### src/rtl/plm_pkg.sv
// ----------------------------------------------------------------------------
// plm_pkg
// Shared types, constants and arithmetic helpers of the level map.
// ----------------------------------------------------------------------------
package plm_pkg;

  localparam int unsigned DATA_W     = 16;
  localparam int unsigned CFG_IDX_W  = 3;
  localparam int unsigned CFG_DATA_W = 32;

  // Register indexes on the configuration port.
  localparam logic [CFG_IDX_W-1:0] REG_POINT_COUNT = 3'd0;
  localparam logic [CFG_IDX_W-1:0] REG_POINT_FIRST = 3'd1;

  localparam logic [DATA_W-1:0] FULL_SCALE = 16'hFFFF;

  // Divider: 32-bit magnitude quotient, four quotient bits per stage.
  localparam int unsigned PROD_W     = 2 * DATA_W;
  localparam int unsigned DIV_BITS   = 4;
  localparam int unsigned DIV_STAGES = PROD_W / DIV_BITS;

  // Raw, search, difference and product stages, the divider, the output.
  localparam int unsigned PIPE_DEPTH = 5 + DIV_STAGES;

  typedef struct packed {
    logic              neg;
    logic              past_end;
    logic              den_zero;
    logic [DATA_W-1:0] y0;
    logic [DATA_W-1:0] y1;
  } plm_side_t;

  typedef struct packed {
    logic [PROD_W-1:0] num;
    logic [DATA_W-1:0] den;
    plm_side_t         side;
  } plm_div_req_t;

  typedef struct packed {
    logic [PROD_W-1:0] quo;
    plm_side_t         side;
  } plm_div_rsp_t;

  typedef struct packed {
    logic [DATA_W-1:0] rem;
    logic [PROD_W-1:0] nq;
  } plm_div_acc_t;

  // One restoring step: the numerator leaves nq at the top, quotient bits
  // enter at the bottom.
  function automatic plm_div_acc_t plm_div_step(plm_div_acc_t acc,
                                                logic [DATA_W-1:0] den);
    logic [DATA_W:0] trial;
    plm_div_acc_t    res;
    trial  = {acc.rem, acc.nq[PROD_W-1]};
    res.nq = {acc.nq[PROD_W-2:0], 1'b0};
    if (trial >= {1'b0, den}) begin
      trial     = trial - {1'b0, den};
      res.nq[0] = 1'b1;
    end
    res.rem = trial[DATA_W-1:0];
    return res;
  endfunction

  // Returns {sign, magnitude} of a - b.
  function automatic logic [DATA_W:0] plm_abs_diff(logic [DATA_W-1:0] a,
                                                   logic [DATA_W-1:0] b);
    logic [DATA_W:0] d;
    logic [DATA_W:0] m;
    d = {1'b0, a} - {1'b0, b};
    m = d[DATA_W] ? ({(DATA_W+1){1'b0}} - d) : d;
    return {d[DATA_W], m[DATA_W-1:0]};
  endfunction

endpackage

### src/rtl/plm_cfg.sv
// ----------------------------------------------------------------------------
// plm_cfg
// Breakpoint registers and the curve built from them, implicit end points
// included.
// ----------------------------------------------------------------------------
module plm_cfg import plm_pkg::*; #(
  parameter int unsigned MAX_POINTS = 6,
  localparam int unsigned CURVE_N = MAX_POINTS + 2,
  localparam int unsigned CNT_W   = $clog2(CURVE_N + 1)
) (
  input  logic                             clk,
  input  logic                             rst_n,
  input  logic                             cfg_valid,
  input  logic [CFG_IDX_W-1:0]             cfg_index,
  input  logic [CFG_DATA_W-1:0]            cfg_data,
  output logic [CURVE_N-1:0][DATA_W-1:0]   curve_x,
  output logic [CURVE_N-1:0][DATA_W-1:0]   curve_y,
  output logic [CNT_W-1:0]                 curve_n
);

  localparam logic [CFG_IDX_W-1:0] MAXP = CFG_IDX_W'(MAX_POINTS);

  logic [CFG_IDX_W-1:0]  count_r;
  logic [CFG_DATA_W-1:0] point_r [MAX_POINTS];
  logic [CFG_IDX_W-1:0]  used;
  logic                  has_zero;
  logic                  has_full;

  always_ff @(posedge clk) begin
    if (!rst_n) begin
      count_r <= '0;
      for (int i = 0; i < MAX_POINTS; i++) begin
        point_r[i] <= '0;
      end
    end else if (cfg_valid) begin
      if (cfg_index == REG_POINT_COUNT) begin
        count_r <= cfg_data[CFG_IDX_W-1:0];
      end
      for (int i = 0; i < MAX_POINTS; i++) begin
        if (cfg_index == REG_POINT_FIRST + CFG_IDX_W'(i)) begin
          point_r[i] <= cfg_data;
        end
      end
    end
  end

  always_comb begin
    used     = (count_r > MAXP) ? MAXP : count_r;
    has_zero = 1'b0;
    has_full = 1'b0;
    for (int i = 0; i < MAX_POINTS; i++) begin
      if (CFG_IDX_W'(i) < used) begin
        if (point_r[i][CFG_DATA_W-1:DATA_W] == '0) begin
          has_zero = 1'b1;
        end
        if (point_r[i][CFG_DATA_W-1:DATA_W] == FULL_SCALE) begin
          has_full = 1'b1;
        end
      end
    end
  end

  assign curve_n = CNT_W'(used) + CNT_W'(!has_zero) + CNT_W'(!has_full);

  // Slot j holds user point j when key 0 is present, else user point j-1
  // behind the implicit origin. Slots past the user points hold the
  // implicit full-scale point.
  for (genvar j = 0; j < CURVE_N; j++) begin : g_slot
    logic [CFG_DATA_W-1:0] at_j;
    logic [CFG_DATA_W-1:0] at_prev;
    logic [CFG_DATA_W-1:0] user_pt;
    logic [DATA_W-1:0]     slot_x;
    logic [DATA_W-1:0]     slot_y;

    if (j < MAX_POINTS) begin : g_at
      assign at_j = point_r[j];
    end else begin : g_at_none
      assign at_j = '0;
    end

    if (j >= 1 && j - 1 < MAX_POINTS) begin : g_prev
      assign at_prev = point_r[j-1];
    end else begin : g_prev_none
      assign at_prev = '0;
    end

    always_comb begin
      user_pt = has_zero ? at_j : at_prev;
      if (!has_zero && j == 0) begin
        slot_x = '0;
        slot_y = '0;
      end else if (CNT_W'(j) < CNT_W'(used) + CNT_W'(!has_zero)) begin
        slot_x = user_pt[CFG_DATA_W-1:DATA_W];
        slot_y = user_pt[DATA_W-1:0];
      end else begin
        slot_x = FULL_SCALE;
        slot_y = FULL_SCALE;
      end
    end

    assign curve_x[j] = slot_x;
    assign curve_y[j] = slot_y;
  end

endmodule

### src/rtl/plm_seg.sv
// ----------------------------------------------------------------------------
// plm_seg
// Front pipeline: registers the raw level, finds its segment, forms the
// signed differences and multiplies them into the divider request.
// ----------------------------------------------------------------------------
module plm_seg import plm_pkg::*; #(
  parameter int unsigned MAX_POINTS = 6,
  localparam int unsigned CURVE_N = MAX_POINTS + 2,
  localparam int unsigned CNT_W   = $clog2(CURVE_N + 1),
  localparam int unsigned SEL_W   = $clog2(CURVE_N)
) (
  input  logic                           clk,
  input  logic                           rst_n,
  input  logic                           in_valid,
  output logic                           in_ready,
  input  logic [DATA_W-1:0]              in_raw,
  input  logic [CURVE_N-1:0][DATA_W-1:0] curve_x,
  input  logic [CURVE_N-1:0][DATA_W-1:0] curve_y,
  input  logic [CNT_W-1:0]               curve_n,
  output logic                           req_valid,
  input  logic                           req_ready,
  output plm_div_req_t                   req
);

  logic rdy1, rdy2, rdy3, rdy4;

  // Stage 1: raw level.
  logic              s1_v_r;
  logic [DATA_W-1:0] s1_raw_r;

  // Stage 2: segment end points.
  logic              s2_v_r;
  logic [DATA_W-1:0] s2_raw_r, s2_x0_r, s2_y0_r, s2_x1_r, s2_y1_r;
  logic              s2_past_r;
  logic [DATA_W-1:0] s2_x0_nxt, s2_y0_nxt, s2_x1_nxt, s2_y1_nxt;
  logic              s2_past_nxt;
  logic [SEL_W-1:0]  sel, sel_prev;

  // Stage 3: magnitudes of the differences.
  logic              s3_v_r;
  logic [DATA_W-1:0] s3_dy_r, s3_dr_r, s3_den_r;
  plm_side_t         s3_side_r;
  logic [DATA_W:0]   dy_nxt, dr_nxt, dd_nxt;
  plm_side_t         s3_side_nxt;

  // Stage 4: product.
  logic              s4_v_r;
  logic [PROD_W-1:0] s4_prod_r;
  logic [DATA_W-1:0] s4_den_r;
  plm_side_t         s4_side_r;

  assign rdy4     = !s4_v_r || req_ready;
  assign rdy3     = !s3_v_r || rdy4;
  assign rdy2     = !s2_v_r || rdy3;
  assign rdy1     = !s1_v_r || rdy2;
  assign in_ready = rdy1;

  // The first curve point from the second on whose key is at or above the
  // raw level closes the segment.
  always_comb begin
    s2_past_nxt = 1'b1;
    sel         = '0;
    sel_prev    = '0;
    for (int i = CURVE_N - 1; i >= 1; i--) begin
      if (CNT_W'(i) < curve_n && curve_x[i] >= s1_raw_r) begin
        s2_past_nxt = 1'b0;
        sel         = SEL_W'(i);
        sel_prev    = SEL_W'(i - 1);
      end
    end
    s2_x1_nxt = curve_x[sel];
    s2_y1_nxt = curve_y[sel];
    s2_x0_nxt = curve_x[sel_prev];
    s2_y0_nxt = curve_y[sel_prev];
  end

  always_comb begin
    dy_nxt               = plm_abs_diff(s2_y1_r, s2_y0_r);
    dr_nxt               = plm_abs_diff(s2_raw_r, s2_x0_r);
    dd_nxt               = plm_abs_diff(s2_x1_r, s2_x0_r);
    s3_side_nxt.neg      = dy_nxt[DATA_W] ^ dr_nxt[DATA_W] ^ dd_nxt[DATA_W];
    s3_side_nxt.past_end = s2_past_r;
    s3_side_nxt.den_zero = (s2_x1_r == s2_x0_r);
    s3_side_nxt.y0       = s2_y0_r;
    s3_side_nxt.y1       = s2_y1_r;
  end

  always_ff @(posedge clk) begin
    if (!rst_n) begin
      s1_v_r <= 1'b0;
      s2_v_r <= 1'b0;
      s3_v_r <= 1'b0;
      s4_v_r <= 1'b0;
    end else begin
      if (rdy1) begin
        s1_v_r <= in_valid;
      end
      if (rdy2) begin
        s2_v_r <= s1_v_r;
      end
      if (rdy3) begin
        s3_v_r <= s2_v_r;
      end
      if (rdy4) begin
        s4_v_r <= s3_v_r;
      end
    end
  end

  always_ff @(posedge clk) begin
    if (rdy1) begin
      s1_raw_r <= in_raw;
    end
    if (rdy2) begin
      s2_raw_r  <= s1_raw_r;
      s2_x0_r   <= s2_x0_nxt;
      s2_y0_r   <= s2_y0_nxt;
      s2_x1_r   <= s2_x1_nxt;
      s2_y1_r   <= s2_y1_nxt;
      s2_past_r <= s2_past_nxt;
    end
    if (rdy3) begin
      s3_dy_r   <= dy_nxt[DATA_W-1:0];
      s3_dr_r   <= dr_nxt[DATA_W-1:0];
      s3_den_r  <= dd_nxt[DATA_W-1:0];
      s3_side_r <= s3_side_nxt;
    end
    if (rdy4) begin
      s4_prod_r <= s3_dy_r * s3_dr_r;
      s4_den_r  <= s3_den_r;
      s4_side_r <= s3_side_r;
    end
  end

  assign req_valid = s4_v_r;
  assign req.num   = s4_prod_r;
  assign req.den   = s4_den_r;
  assign req.side  = s4_side_r;

endmodule

### src/rtl/plm_div.sv
// ----------------------------------------------------------------------------
// plm_div
// Pipelined restoring divider on magnitudes, four quotient bits per
// stage, with the segment sideband carried alongside.
// ----------------------------------------------------------------------------
module plm_div import plm_pkg::*; (
  input  logic         clk,
  input  logic         rst_n,
  input  logic         req_valid,
  output logic         req_ready,
  input  plm_div_req_t req,
  output logic         rsp_valid,
  input  logic         rsp_ready,
  output plm_div_rsp_t rsp
);

  logic              v_r    [DIV_STAGES];
  plm_div_acc_t      acc_r  [DIV_STAGES];
  logic [DATA_W-1:0] den_r  [DIV_STAGES];
  plm_side_t         side_r [DIV_STAGES];
  logic [DIV_STAGES:0] rdy;

  assign rdy[DIV_STAGES] = rsp_ready;

  for (genvar s = 0; s < DIV_STAGES; s++) begin : g_stage
    logic              v_in;
    plm_div_acc_t      acc_in;
    logic [DATA_W-1:0] den_in;
    plm_side_t         side_in;
    plm_div_acc_t      acc_nxt;

    if (s == 0) begin : g_first
      assign v_in    = req_valid;
      assign acc_in  = {{DATA_W{1'b0}}, req.num};
      assign den_in  = req.den;
      assign side_in = req.side;
    end else begin : g_next
      assign v_in    = v_r[s-1];
      assign acc_in  = acc_r[s-1];
      assign den_in  = den_r[s-1];
      assign side_in = side_r[s-1];
    end

    always_comb begin
      acc_nxt = acc_in;
      for (int k = 0; k < DIV_BITS; k++) begin
        acc_nxt = plm_div_step(acc_nxt, den_in);
      end
    end

    assign rdy[s] = !v_r[s] || rdy[s+1];

    always_ff @(posedge clk) begin
      if (!rst_n) begin
        v_r[s] <= 1'b0;
      end else if (rdy[s]) begin
        v_r[s] <= v_in;
      end
    end

    always_ff @(posedge clk) begin
      if (rdy[s]) begin
        acc_r[s]  <= acc_nxt;
        den_r[s]  <= den_in;
        side_r[s] <= side_in;
      end
    end
  end

  assign req_ready = rdy[0];
  assign rsp_valid = v_r[DIV_STAGES-1];
  assign rsp.quo   = acc_r[DIV_STAGES-1].nq;
  assign rsp.side  = side_r[DIV_STAGES-1];

endmodule

### src/rtl/piecewise_linear_level_map_top.sv
// ----------------------------------------------------------------------------
// piecewise_linear_level_map_top
// Maps a raw level to a duty level through a breakpoint curve. The block
// takes one raw level per clock while the output side keeps up, and passes
// it through the input register, the segment search, the differences, the
// 16x16 product, the divider stages (four quotient bits per stage over a
// 32-bit quotient) and the output register. Every stage stalls on its own,
// so empty stages keep filling while a result waits at the output.
// Breakpoints are written through the cfg_ port, which is always ready;
// write them only while no request is in flight. The breakpoint registers
// and the valid bits reset to zero, the datapath registers are not reset,
// and there is no clearing pass after reset.
// ----------------------------------------------------------------------------
module piecewise_linear_level_map_top import plm_pkg::*; #(
  parameter int unsigned MAX_POINTS = 6
) (
  input  logic                  clk,
  input  logic                  rst_n,
  input  logic                  in_tvalid,
  output logic                  in_tready,
  input  logic [DATA_W-1:0]     in_tdata,   // [15:0] raw_level
  output logic                  out_tvalid,
  input  logic                  out_tready,
  output logic [DATA_W-1:0]     out_tdata,  // [15:0] duty_level
  input  logic                  cfg_valid,
  output logic                  cfg_ready,
  input  logic [CFG_IDX_W-1:0]  cfg_index,
  input  logic [CFG_DATA_W-1:0] cfg_data
);

  localparam int unsigned CURVE_N = MAX_POINTS + 2;
  localparam int unsigned CNT_W   = $clog2(CURVE_N + 1);
  localparam int unsigned SUM_W   = PROD_W + 2;

  logic [CURVE_N-1:0][DATA_W-1:0] curve_x;
  logic [CURVE_N-1:0][DATA_W-1:0] curve_y;
  logic [CNT_W-1:0]               curve_n;

  logic         req_valid, req_ready;
  plm_div_req_t req;
  logic         rsp_valid, rsp_ready;
  plm_div_rsp_t rsp;

  logic              out_v_r;
  logic [DATA_W-1:0] out_data_r;
  logic [DATA_W-1:0] out_data_nxt;
  logic [SUM_W-1:0]  q_ext;
  logic [SUM_W-1:0]  sum;

  assign cfg_ready = 1'b1;

  plm_cfg #(.MAX_POINTS(MAX_POINTS)) u_cfg (
    .clk       (clk),
    .rst_n     (rst_n),
    .cfg_valid (cfg_valid),
    .cfg_index (cfg_index),
    .cfg_data  (cfg_data),
    .curve_x   (curve_x),
    .curve_y   (curve_y),
    .curve_n   (curve_n)
  );

  plm_seg #(.MAX_POINTS(MAX_POINTS)) u_seg (
    .clk       (clk),
    .rst_n     (rst_n),
    .in_valid  (in_tvalid),
    .in_ready  (in_tready),
    .in_raw    (in_tdata),
    .curve_x   (curve_x),
    .curve_y   (curve_y),
    .curve_n   (curve_n),
    .req_valid (req_valid),
    .req_ready (req_ready),
    .req       (req)
  );

  plm_div u_div (
    .clk       (clk),
    .rst_n     (rst_n),
    .req_valid (req_valid),
    .req_ready (req_ready),
    .req       (req),
    .rsp_valid (rsp_valid),
    .rsp_ready (rsp_ready),
    .rsp       (rsp)
  );

  assign rsp_ready = !out_v_r || out_tready;

  // y0 + signed quotient, 16-bit clamp; full scale past end, y1 if x1==x0.
  always_comb begin
    q_ext = {2'b00, rsp.quo};
    sum   = {{(SUM_W-DATA_W){1'b0}}, rsp.side.y0}
          + (rsp.side.neg ? ({SUM_W{1'b0}} - q_ext) : q_ext);
    if (rsp.side.past_end) begin
      out_data_nxt = FULL_SCALE;
    end else if (rsp.side.den_zero) begin
      out_data_nxt = rsp.side.y1;
    end else if (sum[SUM_W-1]) begin
      out_data_nxt = '0;
    end else if (|sum[SUM_W-2:DATA_W]) begin
      out_data_nxt = {DATA_W{1'b1}};
    end else begin
      out_data_nxt = sum[DATA_W-1:0];
    end
  end

  always_ff @(posedge clk) begin
    if (!rst_n) begin
      out_v_r <= 1'b0;
    end else if (rsp_ready) begin
      out_v_r <= rsp_valid;
    end
  end

  always_ff @(posedge clk) begin
    if (rsp_ready) begin
      out_data_r <= out_data_nxt;
    end
  end

  assign out_tvalid = out_v_r;
  assign out_tdata  = out_data_r;

endmodule

### config.mk
export PLATFORM = sky130hd
export DESIGN_NAME = piecewise_linear_level_map_top
export DESIGN_NICKNAME = d
export VERILOG_FILES = /design/src/rtl/plm_pkg.sv /design/src/rtl/plm_cfg.sv /design/src/rtl/plm_seg.sv /design/src/rtl/plm_div.sv /design/src/rtl/piecewise_linear_level_map_top.sv
export SDC_FILE = /design/constraint.sdc
export NUM_CORES = 2
export LEC_CHECK = 0
export ABC_CLOCK_PERIOD_IN_PS = 31800
export BUFFER_PORTS_ARGS = -buffer_cell sky130_fd_sc_hd__buf_2
export CAP_MARGIN = 25
export CORE_AREA = 2 2 476 478
export DETAILED_ROUTE_END_ITERATION = 12
export DIE_AREA = 0 0 478 480
export SLEW_MARGIN = 20
export SYNTH_ARGS = -nofsm -noshare
export SYNTH_HDL_FRONTEND = slang
export SYNTH_SLANG_ARGS = --single-unit
### constraint.sdc
create_clock -name clk -period 31.8 [get_ports clk]
set_input_delay 0 -clock clk [delete_from_list [all_inputs] [get_ports clk]]
set_output_delay 0 -clock clk [all_outputs]
set_load 0.01 [all_outputs]
# == Yosys cells after proc, flatten, opt, wreduce, memory -nomap -nowiden ==
# Memories as Yosys holds them, arrays and structs flattened.
# Index checks and enable logic that the tools add are counted.
# word_totals
regBits,287
ramBits,992
input_bits,56
output_inout_bits,19
mem_count,5
# mem_list
memory,words,width,read_ports,rd_clocked_by_memory_dff,wr,line_no,source
u_div.acc_r,8,48,8,0,8,plm_div.sv:18,plm_div_acc_t acc_r [DIV_STAGES];
u_div.side_r,8,35,8,0,8,plm_div.sv:20,plm_side_t side_r [DIV_STAGES];
u_cfg.point_r,6,32,6,0,6,plm_cfg.sv:24,logic [CFG_DATA_W-1:0] point_r [MAX_POINTS];
u_div.den_r,8,16,7,0,8,plm_div.sv:19,logic [DATA_W-1:0] den_r [DIV_STAGES];
u_div.v_r,8,1,8,0,8,plm_div.sv:17,logic v_r [DIV_STAGES];
# classes
n_addsub,42
n_mul,1
n_lt_le_gt_ge,63
n_eq_ne,13
muxes,213
n_bitwise,16
n_reduce_logical,45
# op_table
cell,count
2-to-1 mux 16 bit,59
greater-or-equal comparator 17 x 16 -> 1 bit,31
subtractor 16 bit,31
2-to-1 mux 32 bit,12
binary-select mux 16 bit (select 3 bit),4
2-to-1 mux 1 bit,122
greater-or-equal comparator 16 bit,7
"equality test 16 bit, second input constant",6
logical NOT 16 bit,6
subtractor 16 x 16 -> 17 bit,3
"subtractor 1 x 16 -> 16 bit, first input constant",3
2-to-1 mux 3 bit,15
adder 16 x 34 -> 34 bit,1
2-to-1 mux 34 bit,1
"subtractor 1 x 32 -> 33 bit, first input constant",1
"less-than comparator 3 x 4 -> 1 bit, first input constant",8
multiplier 16 x 16 -> 32 bit,1
OR reduction 17 bit,1
equality test 16 bit,1
greater-or-equal comparator 1 x 16 -> 1 bit,1
"less-than comparator 2 x 4 -> 1 bit, first input constant",4
subtractor 1 x 16 -> 16 bit,1
logical NOT 1 bit,15
bitwise OR 1 bit,14
17 further kinds,45

# == Depth between registers and ports, before layout ==
# logic_depth
ltp_word,29
ltp_mapped,52
mapped_depth_nobuf,46

# == Hierarchy ==
# From an unflattened synthesis, not the netlist that was laid out.
# unflattened
hier_cells,8333
hier_area_um2,91037.3
# modules_own_cells
mod,n_inst,cells_each,area_per_inst_um2,seq_area_each_um2
plm_div,1,4510,50175.6,23052.1
plm_seg,1,2504,26823.2,7977.7
plm_cfg,1,863,10530.1,5825.6
piecewise_linear_level_map_top,1,456,3508.4,500.5

# == Least setup slack after synthesis ==
# No wires, ideal clock.
# synth_path
path_type,flip-flop to flip-flop
start,mem u_div.den_r[5][1] (netlist: u_div.den_r[1][17])
end,"mem u_div.acc_r[1][132] (netlist bit), data pin"
setup_time_ps,261
arrival_ps,10395
setup_slack_ps,21144
path_stages_with_launch,48
n_path_buf,5
cell_sequence,edfxtp_1 -> inv_1 -> ha_1 -> nor2b_1 -> o31a_1 -> o21bai_1 -> a32oi_1 -> o31a_1 -> buf_1 -> clkbuf_1 -> o21ai_0 -> inv_1 -> ha_1 -> nor2b_1 -> o31a_1 -> o31a_1 -> nor2_1 -> a31oi_1 -> [... 12 more ...] -> a211o_1 -> a211oi_2 -> clkbuf_1 -> mux2i_1 -> ha_1 -> nor2b_1 -> o21ai_0 -> a21boi_0 -> o211ai_1 -> a21oi_1 -> o211ai_1 -> o2bb2ai_1 -> nand3_1 -> or2_2 -> clkbuf_1 -> nand2_1 -> inv_1 -> a221o_1
# synth_rtl
item,line_no
start: declaration,plm_div.sv:19
end: declaration,plm_div.sv:18

==> impl_metrics.toml <==
[floorplan]
start_util_pct = 39.9
coreArea_um2 = 224000
dieArea_um2 = 229000
dieWidth_um = 478
die_h_um = 480
row_count = 174
ios = 75

[worst_setup_path]
max_stage_delay_ns = 0.72
cp_slowest_cell = "or3b_1"
crit_fanout = 24
endpoint_kind = "register"
arrival_ns = 13.41
crit_type = "reg -> reg"
crit_required_ns = 32.33
start_kind = "register"

[detailed_routing]
drtIter0Drc = 6052
drt-total-wl_um = 254000
vias = 67231
ant_nets = 0
firstDrtPassIters = 8
wl_per_cell_um = 21.5
drc = 0
vias_per_cell = 5.68

[grt]
grt_pass1_wl_um = 392000
first_global_vias = 66145
grt_max_degree = 95
antenna_found_initial = 9
grt_util_all_layers_pct = 21.9
grt.overflow.total = 0

[timing]
fin_crit_ns = 12.88
setup_violations = 0
period_share_pct = 40.5
slew_viol_final = 0
fin_worst_skew_ns = 0.0597
clock.fmax_mhz = 77.6
max_slew.worst_pin.slew_ns = 1.13
fin_tns_setup_ns = 0
grt_setup_unrepaired = "false"
relSlewSlack_pct = 24.4
finalHoldViolations = 0

[place]
numPortBuffers = 73
dp.cells = 11499
dp_hpwl_um = 192000
place.gp.congestion = 0.960

[cts]
clk_latency_ns = 0.82
cts_hold_buf = 77
cts_sinks = 1247
root_buffer = "clkbuf_16"
cts_setup_buffers = 0
clock_path_buffers = 3
cts.reportedPaths.clkPinSlew_ns = 0.06
cts_tree = "yes"
cts_resized = 0
htreeDepth = 4
numCtsBuffers = 139

[logic_synthesis]
synth.distinct_cells = 112
syn_inst = 8618
synth_commonest_cells = "edfxtp_1, nand2_1, ha_1"
ys_top_cells_by_area = "edfxtp_1, ha_1, fa_1"
synth.avg_cell_area_um2 = 10.4
synthFlopType = "edfxtp_1"
synth_edf_count = 1238
async_reset_ff_share_pct = 0
synth_most_common_cell = "edfxtp_1"
synth_fp_nets = 9688
ys_seq_area_share_pct = 41.8
ys_ff_latch = 1247
synth_top_area_share_pct = 41.6
yosysTopAreaCell = "edfxtp_1"
syn_area_um2 = 89400
synth_warnings = 0

[cells_and_area]
instances_no_fill = 11836
final_nets = 9801
drive_gt1_share_pct = 8.32
area_delta_synth_final_pct = 10.6
final_util_pct = 44.1

[run_status]
status = "completed"

[job]
drv_cap = 0

[worst_hold_path]
min_path_type = "in -> reg"
-- placed cells by master (no fill, tap or decap), types with 123 or more instances in the layout --
cell          n
mux2_2      218
a21oi_1     509
xor2_1      154
nand4_1     123
edfxtp_1   1238
o21a_1      143
a21o_1      183
nand2_1     868
clkbuf_16   141
nor3_1      179
and2_1      303
fa_1        228
inv_1       627
o21ai_0     381
ha_1        786
nor2_1      497
xnor2_1     346
nand3_1     261
-- metrics by stage --
stage / cell area, µm² / setup slack [ns] / hold WS, ns
3_5_place_dp: 93300 / 18.71 / 0.179
5_1_grt: 98900 / 17.80 / 0.0592
2_1_floorplan: 89400 / 21.14 / 0.0989
6_report: 98900 / 18.92 / 0.0657
3_3_place_gp: 93200 / 18.75 / 0.176
4_1_cts: 98800 / 18.68 / 0.0152
-- per-layer routing --
metal	routed length [µm]	part of all wire, %	GRT usage (%)	vias to the layer above
met1	113000	44	29.5	32747
met3	14100	5.6	2.66	458
met5	40	0.016	0	-
met4	8010	3.2	6.91	6
li1	-	-	-	31834
met2	120000	47	36.5	2186
-- flip-flops by register name, summed over array words and instances, names as in the netlist, 16 cells and up --
signal           cells
u_seg.s4_den_r      16
out_tdata           16
u_seg.s2_x1_r       16
u_seg.s2_raw_r      16
u_cfg.point_r      192
u_div.side_r       280
u_seg.s3_dr_r       16
u_div.acc_r        368
u_seg.s2_y1_r       16
u_seg.s3_dy_r       16
u_seg.s2_x0_r       16
u_seg.s1_raw_r      16
u_seg.s2_y0_r       16
u_seg.s3_den_r      16
u_div.den_r        112
u_seg.s3_side_r     35
u_seg.s4_prod_r     32
u_seg.req           35
-- cell families (layout without fill, tap and decap cells) --
family / after synthesis / in the layout / synth area share, %
simple gates: 2726 / 2726 / 14.9
compound gates: 1905 / 1905 / 14.1
flops: 1247 / 1247 / 41.8
fa+ha+maj: 1014 / 1014 / 16.1
buf+inv: 904 / 1128 / 3.86
xor+xnor: 500 / 500 / 4.90
mux: 321 / 321 / 4.38
other cells: 1 / 3 / 0.00419
-- path summary, 6_finish.rpt --
| kind | startpoint | endpoint | slack (ns) | cells after the start |
|---|---|---|---|---|
| worst min-delay path | cfg_data[25] | u_cfg.point_r[0][57] | 0.07 | 3 |
| worst max-delay path | u_div.den_r[0][49] | u_div.acc_r[1][44] | 18.92 | 42 |
| worst min register to register | u_seg.s4_prod_r[20] | u_div.acc_r[0][24] | 0.38 | 0 |
| worst max register to register | u_div.den_r[0][49] | u_div.acc_r[1][44] | 18.92 | 42 |
-- final cells by class --
type | instances | area (µm²)
diodes | 2 | 5.00
clock buffers | 157 | 3590
clock inverters | 95 | 1170
fillers | 20901 | 125000
inverters | 638 | 2410
multi-input cells | 6467 | 48800
flip-flops and latches | 1247 | 37400
well taps | 2992 | 3740
repair buffers | 238 | 1830
-- critical path: cells and delay by family, from the launching register on --
family                   cells  cell delay (ns)
AND/OR/NAND/NOR             10             3.28
AO/OA/AOI/OAI               24             6.45
flip-flops                   1             0.49
buffers and inverters        3             0.76
adder cells (fa/ha/maj)      4             1.34
multiplexers                 1             0.29
Power is left out: the tool's default activity adds up to more than one toggle a clock period on the data nets, which glitch-free logic cannot reach.
